<file path="src/rtl/psmd_pkg.sv">
// Shared types and constants for the PID sign-magnitude drive core.
// Used by every module in rtl/; has no dependencies of its own.
package psmd_pkg;

  // Sample and field widths.
  localparam int SAMPLE_W  = 8;
  localparam int GAIN_W    = 16;
  localparam int ERR_W     = 9;
  localparam int DER_W     = 10;
  localparam int INTEG_W   = 16;
  localparam int CTRL_W    = 11;
  localparam int DUTY_W    = 10;
  localparam int CFG_IDX_W = 3;
  localparam int CFG_DAT_W = 16;

  // Sum of three samples and the reciprocal-of-three multiplier.
  // floor(x * 683 / 2048) equals floor(x / 3) for every x below 2048.
  localparam int SUM3_W      = 10;
  localparam int RECIP3_W    = 10;
  localparam int RECIP3_SH   = 11;
  localparam logic [RECIP3_W-1:0] RECIP3 = 10'd683;

  // Control clamp limit.
  localparam logic signed [CTRL_W-1:0] CTRL_MAX = 11'sd1023;
  localparam logic signed [CTRL_W-1:0] CTRL_MIN = -11'sd1023;

  // Register indexes on the configuration port.
  localparam logic [CFG_IDX_W-1:0] REG_SETPOINT   = 3'd0;
  localparam logic [CFG_IDX_W-1:0] REG_PROP_GAIN  = 3'd1;
  localparam logic [CFG_IDX_W-1:0] REG_INTEG_GAIN = 3'd2;
  localparam logic [CFG_IDX_W-1:0] REG_DERIV_GAIN = 3'd3;
  localparam logic [CFG_IDX_W-1:0] REG_CUTOFF     = 3'd4;

  // Register reset values.
  localparam logic [SAMPLE_W-1:0] SETPOINT_RST   = 8'd80;
  localparam logic [GAIN_W-1:0]   PROP_GAIN_RST  = 16'd2714;
  localparam logic [GAIN_W-1:0]   INTEG_GAIN_RST = 16'd0;
  localparam logic [GAIN_W-1:0]   DERIV_GAIN_RST = 16'd486;
  localparam logic [SAMPLE_W-1:0] CUTOFF_RST     = 8'd100;

  // Gain set seen by the back end.
  typedef struct packed {
    logic [GAIN_W-1:0] prop;
    logic [GAIN_W-1:0] integ;
    logic [GAIN_W-1:0] deriv;
  } gains_t;

  // One classified step travelling from the front end to the back end.
  typedef struct packed {
    logic signed [ERR_W-1:0]   err;
    logic signed [DER_W-1:0]   der;
    logic signed [INTEG_W-1:0] integ;
    logic                      cut;
  } step_t;

endpackage

</file>
<file path="src/rtl/psmd_front.sv">
// Front end: accepts sample words, averages them and forms error terms.
// Holds the previous error and integral state. Depends on psmd_pkg.
module psmd_front (
  input  logic                              clk,
  input  logic                              rst,
  input  logic                              s_valid,
  output logic                              s_ready,
  input  logic [3*psmd_pkg::SAMPLE_W-1:0]   s_data,
  input  logic [psmd_pkg::SAMPLE_W-1:0]     setpoint,
  input  logic [psmd_pkg::SAMPLE_W-1:0]     cutoff_level,
  output logic                              push,
  output psmd_pkg::step_t                   push_step,
  input  logic                              q_full
);

  logic                              avg_valid;
  logic [psmd_pkg::SAMPLE_W-1:0]     avg;
  logic [psmd_pkg::SUM3_W-1:0]       sum3;
  logic [psmd_pkg::SUM3_W+psmd_pkg::RECIP3_W-1:0] avg_prod;
  logic signed [psmd_pkg::ERR_W-1:0]   previous_error;
  logic signed [psmd_pkg::INTEG_W-1:0] error_sum;
  logic signed [psmd_pkg::ERR_W-1:0]   err;
  logic signed [psmd_pkg::INTEG_W:0]   sum_wide;
  logic signed [psmd_pkg::INTEG_W-1:0] error_sum_next;

  // Three-sample sum and divide by three through a reciprocal multiply.
  assign sum3 = psmd_pkg::SUM3_W'(s_data[7:0]) + psmd_pkg::SUM3_W'(s_data[15:8])
              + psmd_pkg::SUM3_W'(s_data[23:16]);
  assign avg_prod = sum3 * psmd_pkg::RECIP3;

  // The average stage takes a new word when empty or when it hands its word on.
  assign push    = avg_valid && !q_full;
  assign s_ready = !avg_valid || push;

  always_ff @(posedge clk) begin
    if (rst) begin
      avg_valid <= 1'b0;
    end else if (s_ready) begin
      avg_valid <= s_valid;
    end
    if (s_ready && s_valid) begin
      avg <= avg_prod[psmd_pkg::RECIP3_SH +: psmd_pkg::SAMPLE_W];
    end
  end

  // Error, derivative and saturating integral.
  assign err      = $signed({1'b0, setpoint}) - $signed({1'b0, avg});
  assign sum_wide = (psmd_pkg::INTEG_W+1)'(error_sum) + (psmd_pkg::INTEG_W+1)'(err);

  always_comb begin
    if (sum_wide[psmd_pkg::INTEG_W] != sum_wide[psmd_pkg::INTEG_W-1]) begin
      error_sum_next = sum_wide[psmd_pkg::INTEG_W] ?
        {1'b1, {(psmd_pkg::INTEG_W-1){1'b0}}} : {1'b0, {(psmd_pkg::INTEG_W-1){1'b1}}};
    end else begin
      error_sum_next = sum_wide[psmd_pkg::INTEG_W-1:0];
    end
  end

  always_comb begin
    push_step.err   = err;
    push_step.der   = psmd_pkg::DER_W'(err) - psmd_pkg::DER_W'(previous_error);
    push_step.integ = error_sum_next;
    push_step.cut   = (avg >= cutoff_level);
  end

  // Controller state advances once per step as it enters the queue.
  always_ff @(posedge clk) begin
    if (rst) begin
      previous_error <= '0;
      error_sum      <= '0;
    end else if (push) begin
      previous_error <= err;
      error_sum      <= error_sum_next;
    end
  end

endmodule

</file>
<file path="src/rtl/psmd_queue.sv">
// Two-entry queue of classified steps between front end and back end.
// Depends on psmd_pkg for the step type.
module psmd_queue (
  input  logic            clk,
  input  logic            rst,
  input  logic            push,
  input  psmd_pkg::step_t push_step,
  output logic            full,
  input  logic            pop,
  output logic            q_valid,
  output psmd_pkg::step_t q_step
);

  psmd_pkg::step_t entries [2];
  logic            wr_ptr;
  logic            rd_ptr;
  logic [1:0]      count;

  assign full    = (count == 2'd2);
  assign q_valid = (count != 2'd0);
  assign q_step  = entries[rd_ptr];

  // Pointers and fill count.
  always_ff @(posedge clk) begin
    if (rst) begin
      wr_ptr <= 1'b0;
      rd_ptr <= 1'b0;
      count  <= 2'd0;
    end else begin
      if (push) begin
        wr_ptr <= !wr_ptr;
      end
      if (pop) begin
        rd_ptr <= !rd_ptr;
      end
      if (push && !pop) begin
        count <= count + 2'd1;
      end else if (pop && !push) begin
        count <= count - 2'd1;
      end
    end
  end

  // Entry storage.
  always_ff @(posedge clk) begin
    if (push) begin
      entries[wr_ptr] <= push_step;
    end
  end

endmodule

</file>
<file path="src/rtl/psmd_back.sv">
// Back end: gain multiplies, accumulation, scaling, clamp and drive split.
// Three-stage elastic pipeline ending in the output register. Depends on psmd_pkg.
module psmd_back (
  input  logic                          clk,
  input  logic                          rst,
  input  psmd_pkg::gains_t              gains,
  input  logic                          q_valid,
  input  psmd_pkg::step_t               q_step,
  output logic                          pop,
  output logic                          m_valid,
  input  logic                          m_ready,
  output logic [psmd_pkg::DUTY_W-1:0]   duty,
  output logic                          reverse,
  output logic signed [psmd_pkg::CTRL_W-1:0] control_value,
  output logic                          cutoff_hit
);

  localparam int PP_W  = psmd_pkg::GAIN_W + psmd_pkg::ERR_W + 1;
  localparam int IP_W  = psmd_pkg::GAIN_W + psmd_pkg::INTEG_W + 1;
  localparam int DP_W  = psmd_pkg::GAIN_W + psmd_pkg::DER_W + 1;
  localparam int ACC_W = IP_W + 1;
  localparam int Q_W   = ACC_W - 8;

  logic                    mul_valid;
  logic signed [PP_W-1:0]  prop_term;
  logic signed [IP_W-1:0]  integ_term;
  logic signed [DP_W-1:0]  deriv_term;
  logic                    mul_cut;
  logic                    acc_valid;
  logic signed [ACC_W-1:0] acc;
  logic                    acc_cut;
  logic                    out_adv;
  logic                    acc_ld;
  logic                    mul_ld;
  logic signed [ACC_W-1:0] acc_biased;
  logic signed [Q_W-1:0]   quot;
  logic signed [psmd_pkg::CTRL_W-1:0] ctrl;

  // Stall chain: each stage loads when empty or when its successor loads.
  assign out_adv = !m_valid || m_ready;
  assign acc_ld  = !acc_valid || out_adv;
  assign mul_ld  = !mul_valid || acc_ld;
  assign pop     = mul_ld && q_valid;

  // Stage 1: the three gain products.
  always_ff @(posedge clk) begin
    if (rst) begin
      mul_valid <= 1'b0;
    end else if (mul_ld) begin
      mul_valid <= q_valid;
    end
    if (pop) begin
      prop_term  <= $signed({1'b0, gains.prop}) * q_step.err;
      integ_term <= $signed({1'b0, gains.integ}) * q_step.integ;
      deriv_term <= $signed({1'b0, gains.deriv}) * q_step.der;
      mul_cut    <= q_step.cut;
    end
  end

  // Stage 2: accumulate the products.
  always_ff @(posedge clk) begin
    if (rst) begin
      acc_valid <= 1'b0;
    end else if (acc_ld) begin
      acc_valid <= mul_valid;
    end
    if (acc_ld && mul_valid) begin
      acc     <= ACC_W'(prop_term) + ACC_W'(integ_term) + ACC_W'(deriv_term);
      acc_cut <= mul_cut;
    end
  end

  // Divide by 256 rounding toward zero, then clamp.
  assign acc_biased = acc[ACC_W-1] ? acc + ACC_W'(255) : acc;
  assign quot       = acc_biased[ACC_W-1:8];

  always_comb begin
    if (quot > Q_W'(psmd_pkg::CTRL_MAX)) begin
      ctrl = psmd_pkg::CTRL_MAX;
    end else if (quot < Q_W'(psmd_pkg::CTRL_MIN)) begin
      ctrl = psmd_pkg::CTRL_MIN;
    end else begin
      ctrl = quot[psmd_pkg::CTRL_W-1:0];
    end
  end

  // Stage 3: sign-magnitude split into the output register.
  always_ff @(posedge clk) begin
    if (rst) begin
      m_valid <= 1'b0;
    end else if (out_adv) begin
      m_valid <= acc_valid;
    end
    if (out_adv && acc_valid) begin
      control_value <= ctrl;
      cutoff_hit    <= acc_cut;
      if (acc_cut) begin
        reverse <= 1'b1;
        duty    <= '0;
      end else if (ctrl[psmd_pkg::CTRL_W-1]) begin
        reverse <= 1'b1;
        duty    <= psmd_pkg::DUTY_W'(-ctrl);
      end else begin
        reverse <= 1'b0;
        duty    <= ctrl[psmd_pkg::DUTY_W-1:0];
      end
    end
  end

endmodule

</file>
<file path="src/rtl/pid_sign_magnitude_drive_core.sv">
// Top level of the PID sign-magnitude drive core: configuration registers,
// front end, step queue and back end. Depends on psmd_pkg and the psmd_* modules.
//
// Each input word carries three field samples; the core averages them, runs a
// PID update with saturating integral and Q8.8 gains, and returns one word per
// input with the clamped control, its sign-magnitude drive and the cutoff flag.
// One word is accepted every clock cycle when the output side keeps up; a word
// passes the averaging register, a queue entry, then the multiply, accumulate
// and scale/clamp stages of the back end. A two-entry queue decouples the front
// end, which owns the controller state, from the back end pipeline, so either
// side may stall alone. The user is to write configuration through cfg_wr_en/
// cfg_index/cfg_data only while idle; the block itself does not enforce this.
module pid_sign_magnitude_drive_core (
  input  logic                               clk,
  input  logic                               rst,
  // Configuration write port.
  input  logic                               cfg_wr_en,
  input  logic [psmd_pkg::CFG_IDX_W-1:0]     cfg_index,
  input  logic [psmd_pkg::CFG_DAT_W-1:0]     cfg_data,
  // Sample stream.
  input  logic                               s_axis_tvalid,
  output logic                               s_axis_tready,
  // [7:0] sample_first, [15:8] sample_second, [23:16] sample_third
  input  logic [23:0]                        s_axis_tdata,
  // Drive stream.
  output logic                               m_axis_tvalid,
  input  logic                               m_axis_tready,
  // [9:0] duty, [10] reverse, [21:11] control_value, [22] cutoff_hit, [23] zero
  output logic [23:0]                        m_axis_tdata
);

  logic [psmd_pkg::SAMPLE_W-1:0] setpoint;
  logic [psmd_pkg::SAMPLE_W-1:0] cutoff_level;
  psmd_pkg::gains_t              gains;
  logic                          push;
  psmd_pkg::step_t               push_step;
  logic                          q_full;
  logic                          pop;
  logic                          q_valid;
  psmd_pkg::step_t               q_step;
  logic [psmd_pkg::DUTY_W-1:0]   duty;
  logic                          reverse;
  logic signed [psmd_pkg::CTRL_W-1:0] control_value;
  logic                          cutoff_hit;

  // Configuration registers; writes beyond the register list are ignored.
  always_ff @(posedge clk) begin
    if (rst) begin
      setpoint     <= psmd_pkg::SETPOINT_RST;
      gains.prop   <= psmd_pkg::PROP_GAIN_RST;
      gains.integ  <= psmd_pkg::INTEG_GAIN_RST;
      gains.deriv  <= psmd_pkg::DERIV_GAIN_RST;
      cutoff_level <= psmd_pkg::CUTOFF_RST;
    end else if (cfg_wr_en) begin
      unique case (cfg_index)
        psmd_pkg::REG_SETPOINT:   setpoint     <= cfg_data[psmd_pkg::SAMPLE_W-1:0];
        psmd_pkg::REG_PROP_GAIN:  gains.prop   <= cfg_data;
        psmd_pkg::REG_INTEG_GAIN: gains.integ  <= cfg_data;
        psmd_pkg::REG_DERIV_GAIN: gains.deriv  <= cfg_data;
        psmd_pkg::REG_CUTOFF:     cutoff_level <= cfg_data[psmd_pkg::SAMPLE_W-1:0];
        default: ;
      endcase
    end
  end

  psmd_front u_front (
    .clk          (clk),
    .rst          (rst),
    .s_valid      (s_axis_tvalid),
    .s_ready      (s_axis_tready),
    .s_data       (s_axis_tdata),
    .setpoint     (setpoint),
    .cutoff_level (cutoff_level),
    .push         (push),
    .push_step    (push_step),
    .q_full       (q_full)
  );

  psmd_queue u_queue (
    .clk       (clk),
    .rst       (rst),
    .push      (push),
    .push_step (push_step),
    .full      (q_full),
    .pop       (pop),
    .q_valid   (q_valid),
    .q_step    (q_step)
  );

  psmd_back u_back (
    .clk           (clk),
    .rst           (rst),
    .gains         (gains),
    .q_valid       (q_valid),
    .q_step        (q_step),
    .pop           (pop),
    .m_valid       (m_axis_tvalid),
    .m_ready       (m_axis_tready),
    .duty          (duty),
    .reverse       (reverse),
    .control_value (control_value),
    .cutoff_hit    (cutoff_hit)
  );

  // Output word packing.
  assign m_axis_tdata = {1'b0, cutoff_hit, control_value, reverse, duty};

endmodule

</file>
<file path="config.mk">
export PLATFORM = sky130hd
export DESIGN_NAME = pid_sign_magnitude_drive_core
export DESIGN_NICKNAME = d
export VERILOG_FILES = /design/src/rtl/psmd_pkg.sv /design/src/rtl/psmd_front.sv /design/src/rtl/psmd_queue.sv /design/src/rtl/psmd_back.sv /design/src/rtl/pid_sign_magnitude_drive_core.sv
export SDC_FILE = /design/constraint.sdc
export NUM_CORES = 2
export LEC_CHECK = 0
export BUFFER_PORTS_ARGS = -buffer_cell sky130_fd_sc_hd__buf_4
export CORE_ASPECT_RATIO = 0.6
export CORE_MARGIN = 3
export CORE_UTILIZATION = 39
export DETAILED_ROUTE_END_ITERATION = 10
export HOLD_SLACK_MARGIN = 0.06
export PLACE_DENSITY = 0.62
export SYNTH_ARGS = -nofsm -noshare
export SYNTH_HDL_FRONTEND = slang
export SYNTH_HIERARCHICAL = 1
export SYNTH_SLANG_ARGS = --single-unit
</file>
<file path="constraint.sdc">
create_clock -name clk -period 17.3 [get_ports clk]
set_input_delay 0.865 -clock clk [delete_from_list [all_inputs] [get_ports clk]]
set_output_delay 0.865 -clock clk [all_outputs]
set_load 0.005 [all_outputs]
</file>
==> impl_results.rst <==
.. list-table::
   :header-rows: 1

   * - Metric
     - Value
   * - TritonCTS clock tree
     - yes
   * - Max Cap Violations
     - 0
   * - Critical hold path startpoint
     - u_back/mul_cut$_DFFE_PP_
   * - Maximum fanout along the worst path
     - 36
   * - Number of cells on the worst reg-to-reg path
     - 24
   * - Post-detailed-route via-to-cell ratio
     - 5.05
   * - Area leader, netlist
     - sky130_fd_sc_hd__fa_1
   * - Bufs and invs on worst path
     - 5
   * - Grt total ovfl
     - 0
   * - Worst Hold Endpoint
     - u_back/acc_cut$_DFFE_PP_
   * - Type of destination of the critical path
     - flip-flop
   * - Clock network latency to the later pin of the worst-skew pair
     - 560 ps
   * - Pin count of the biggest net entering global routing
     - 88
   * - Fraction of layout instances using a drive strength above 1
     - 6.28%
   * - Netlist area before placement
     - 36600 µm²
   * - Capturing point of the worst reg2reg path
     - u_back/integ_term[32]$_DFFE_PP_
   * - Synthesized instance count
     - 3651
   * - DRT iter0 DRCs
     - 1849
   * - Proportion of netlist area held by the largest area contributor
     - 25.7%
   * - Clock sink total
     - 323
   * - RD Place Congestion
     - 0.895
   * - Dominant synthesized flop cell
     - sky130_fd_sc_hd__edfxtp_1
   * - Slew of the pin with the lowest slew margin
     - 1170 ps
   * - Data arrival time at the worst-slack endpoint
     - 7610 ps
   * - Die area
     - 97700 µm²
   * - Status
     - complete, no violations
   * - Area of the core region
     - 92400 µm²
   * - Number of hold-repair buffers added at the cts stage
     - 0
   * - Die span in y
     - 243 µm
   * - R2R setup slack
     - 9980 ps
   * - Share of the clock period used by the worst path
     - 42.3%
   * - Post-detailed-route DRC marker count
     - 0
   * - Std cell rows
     - 86
   * - Period minus WS final
     - 7320 ps
   * - Cell Chain, Critical Path
     - buf_4, mux2_2, and2_1, fa_1, inv_1, fa_1, inv_1, fa_1, fa_1, fa_1, inv_1, fa_1, inv_1, ha_1, a21o_1, a21o_1, or3_1, o211a_1, o21ai_0, a31oi_1, nand4_1, nand4b_1, a21oi_1, xnor2_1
   * - Worst setup SP type
     - flip-flop
   * - Overall global routing resource usage
     - 18.5%
   * - Synth top area cells
     - sky130_fd_sc_hd__fa_1 (26%), sky130_fd_sc_hd__edfxtp_1 (18%), sky130_fd_sc_hd__ha_1 (14%), sky130_fd_sc_hd__inv_1 (6.2%), sky130_fd_sc_hd__dfxtp_1 (5.4%)
   * - Count of antenna diodes in the layout
     - 0
   * - Class of the most critical hold timing path
     - reg2reg
   * - Top cell by count, worst path
     - sky130_fd_sc_hd__fa_1
   * - Count of cell types in the netlist
     - 97
   * - Highest achievable clock rate
     - 137 MHz
   * - Total negative slack for setup checks
     - 0 ps
   * - Total count of hold-check failures in the final report
     - 0
   * - I/O pin count
     - 74
   * - Hold path cells
     - 0
   * - Clock input transition at the sequential cells of the worst setup and hold paths
     - 60 ps
   * - Final Slew Violations
     - 0
   * - Warning count from the yosys run
     - 6
   * - Largest incremental delay on the critical path
     - 550 ps
   * - Startpoint-to-endpoint class of the critical path
     - reg2reg
   * - Post-synth net total
     - 4577
   * - Post-synthesis async set-or-reset flop share
     - 0%
   * - Sequential area share after synthesis
     - 23.8%
   * - Post-DR wirelength/cell
     - 18.3 µm
   * - Clock Tree Root
     - sky130_fd_sc_hd__clkbuf_16
   * - H-Tree Depth
     - 2
   * - PortBufs
     - 72
   * - RSZ-0062 raised after global routing
     - no
   * - Layout Skew
     - 31.7 ps
   * - Detailed placement HPWL
     - 73000 µm
   * - Final wirelength
     - 89900 µm
   * - Count of final setup violators
     - 0
   * - CP top delay family
     - adder cells
   * - Effective utilization at floorplan
     - 39.6%
   * - Mean instance size in the synthesized netlist
     - 10.0 µm²
   * - Largest buffer count on any clock path
     - 3
   * - Critical Path Slowest Stage Cell
     - sky130_fd_sc_hd__fa_1
   * - Global-route wire length before repair
     - 142000 µm
   * - CP Data Required Time
     - 17590 ps
   * - Die extent in x
     - 402 µm
   * - Number of buffers added by the clock tree synthesis step
     - 34
   * - Number of fillers in the final layout
     - 8849
   * - Post-synth EDFFs
     - 225
   * - Quantity of gates resized following cts
     - 0
   * - Antenna Nets Post-Route
     - 0
   * - Relative slew margins
     - 20.9%
   * - Area growth from synthesis to layout
     - 7.88%
   * - Count of vias placed by the detailed router
     - 24800
   * - Number of antenna violations at the first check in global routing
     - 3
   * - Detailed-routing iteration count for the pre-antenna-repair pass
     - 5
   * - Post-CTS setup repair buffer count
     - 0
   * - Number of global-route vias before repair
     - 24600
   * - Fin nets
     - 4578
   * - Register bit count reported by yosys
     - 323
==> synth_stat cells, types with 63 or more instances <==
| cell | n |
|---|---|
| sky130_fd_sc_hd__fa_1 | 470 |
| sky130_fd_sc_hd__edfxtp_1 | 225 |
| sky130_fd_sc_hd__o21ai_0 | 63 |
| sky130_fd_sc_hd__xnor2_1 | 113 |
| sky130_fd_sc_hd__mux2i_1 | 66 |
| sky130_fd_sc_hd__dfxtp_1 | 98 |
| sky130_fd_sc_hd__nor2_1 | 187 |
| sky130_fd_sc_hd__a21oi_1 | 116 |
| sky130_fd_sc_hd__nand2_1 | 365 |
| sky130_fd_sc_hd__and2_1 | 242 |
| sky130_fd_sc_hd__clkbuf_1 | 101 |
| sky130_fd_sc_hd__nand2b_1 | 112 |
| sky130_fd_sc_hd__inv_1 | 602 |
| sky130_fd_sc_hd__ha_1 | 408 |
==> cells by family after synthesis <==
family	count (synthesis)	synth area share [%]
compound gates	395	7.45
xor+xnor	158	3.83
fa+ha+maj	888	39.9
buf+inv	728	7.68
flops	323	23.8
mux	103	2.94
other cells	1	0.0102
simple gates	1055	14.4
==> worst reg2reg max path, cell delays in order, from the launching register on <==
cell	delay [ps]
sky130_fd_sc_hd__dfxtp_1	300
sky130_fd_sc_hd__buf_4	430
sky130_fd_sc_hd__mux2_2	560
sky130_fd_sc_hd__and2_1	210
sky130_fd_sc_hd__fa_1	530
sky130_fd_sc_hd__inv_1	60
sky130_fd_sc_hd__fa_1	530
sky130_fd_sc_hd__inv_1	50
sky130_fd_sc_hd__fa_1	510
sky130_fd_sc_hd__fa_1	530
sky130_fd_sc_hd__fa_1	550
sky130_fd_sc_hd__inv_1	50
sky130_fd_sc_hd__fa_1	530
sky130_fd_sc_hd__inv_1	40
sky130_fd_sc_hd__ha_1	350
sky130_fd_sc_hd__a21o_1	190
sky130_fd_sc_hd__a21o_1	180
sky130_fd_sc_hd__or3_1	310
sky130_fd_sc_hd__o211a_1	260
sky130_fd_sc_hd__o21ai_0	220
sky130_fd_sc_hd__a31oi_1	170
sky130_fd_sc_hd__nand4_1	130
sky130_fd_sc_hd__nand4b_1	100
sky130_fd_sc_hd__a21oi_1	180
sky130_fd_sc_hd__xnor2_1	80
==> through the flow <==
stage	area (µm²)	instances	setup WS [ps]	hold slack (ps)	utilization, %
6_report	39500	4910	9980	445	42.7
5_1_grt	39500	4910	9640	447	42.7
4_1_cts	39500	4910	9960	446	42.7
3_5_place_dp	38300	4848	9980	423	41.4
3_3_place_gp	38300	4848	10020	407	41.4
2_1_floorplan	36600	3651	8400	400	-
==> registers in the layout, summed over array words and instances (netlist names), 2 cells and up, named ones only <==
signal / count
u_queue/count: 2
gains: 48
u_back/acc: 34
u_queue/entries: 72
u_front/error_sum: 16
setpoint: 8
u_front/previous_error: 9
cutoff_level: 8
u_front/avg: 8
u_back/prop_term: 26
u_back/duty: 10
u_back/control_value: 11
u_back/deriv_term: 27
u_back/integ_term: 33
==> layout make-up <==
type | instances | area (µm²) | share of cell area, %
multi-input combinational | 2600 | 25100 | 63.6
clock buffer | 41 | 910 | 2.30
timing repair buffer | 89 | 668 | 1.69
sequential | 323 | 8720 | 22.1
inverter | 604 | 2270 | 5.74
clock inverter | 21 | 279 | 0.706
tap | 1232 | 1540 | 3.90
==> cell usage in the layout, fill, tap and decap left out, drive strengths merged, types with 5 or more instances in the layout <==
cell type  instances
inv              606
fa               470
ha               408
nand2            366
and2             242
edfxtp           225
nor2             187
a21oi            121
xnor2            113
nand2b           112
dfxtp             98
buf               89
o21ai             74
mux2i             66
a21o              50
xor2              45
clkbuf            41
mux2              37
o21a              32
nor2b             30
nor3              27
nand3             24
a211oi            22
o21bai            19
nand4             12
clkinv            12
nor4              11
and3              10
a31oi             10
maj3              10
a221oi             7
or2                6
a21boi             6
nor3b              6
bufinv             5
or3                5
a31o               5
==> layer usage <==
layer	up-vias	GRT usage (%)	routed length [µm]
li1	11700	-	-
met1	12200	29.8	46200
met2	783	23.6	33500
met3	64	6.49	9270
met4	2	2.20	878
met5	-	0.341	9
==> worst max path at each step <==
stage	slack (ps)	startpoint	cells past startpoint	end
after floorplan	8400	m_axis_tready	7	u_queue/count[1]$_SDFFE_PP0P_
after global placement	10020	flip-flop	24	u_back/integ_term[32]$_DFFE_PP_
after detailed placement	9980	flip-flop	24	u_back/integ_term[32]$_DFFE_PP_
after CTS	9960	flip-flop	24	u_back/integ_term[32]$_DFFE_PP_
after global routing	9640	flip-flop	23	u_back/integ_term[30]$_DFFE_PP_
final	9980	flip-flop	24	u_back/integ_term[32]$_DFFE_PP_
Power is not shown: default switching activity piles up to over one toggle a cycle in this logic, so the estimate is an artifact.
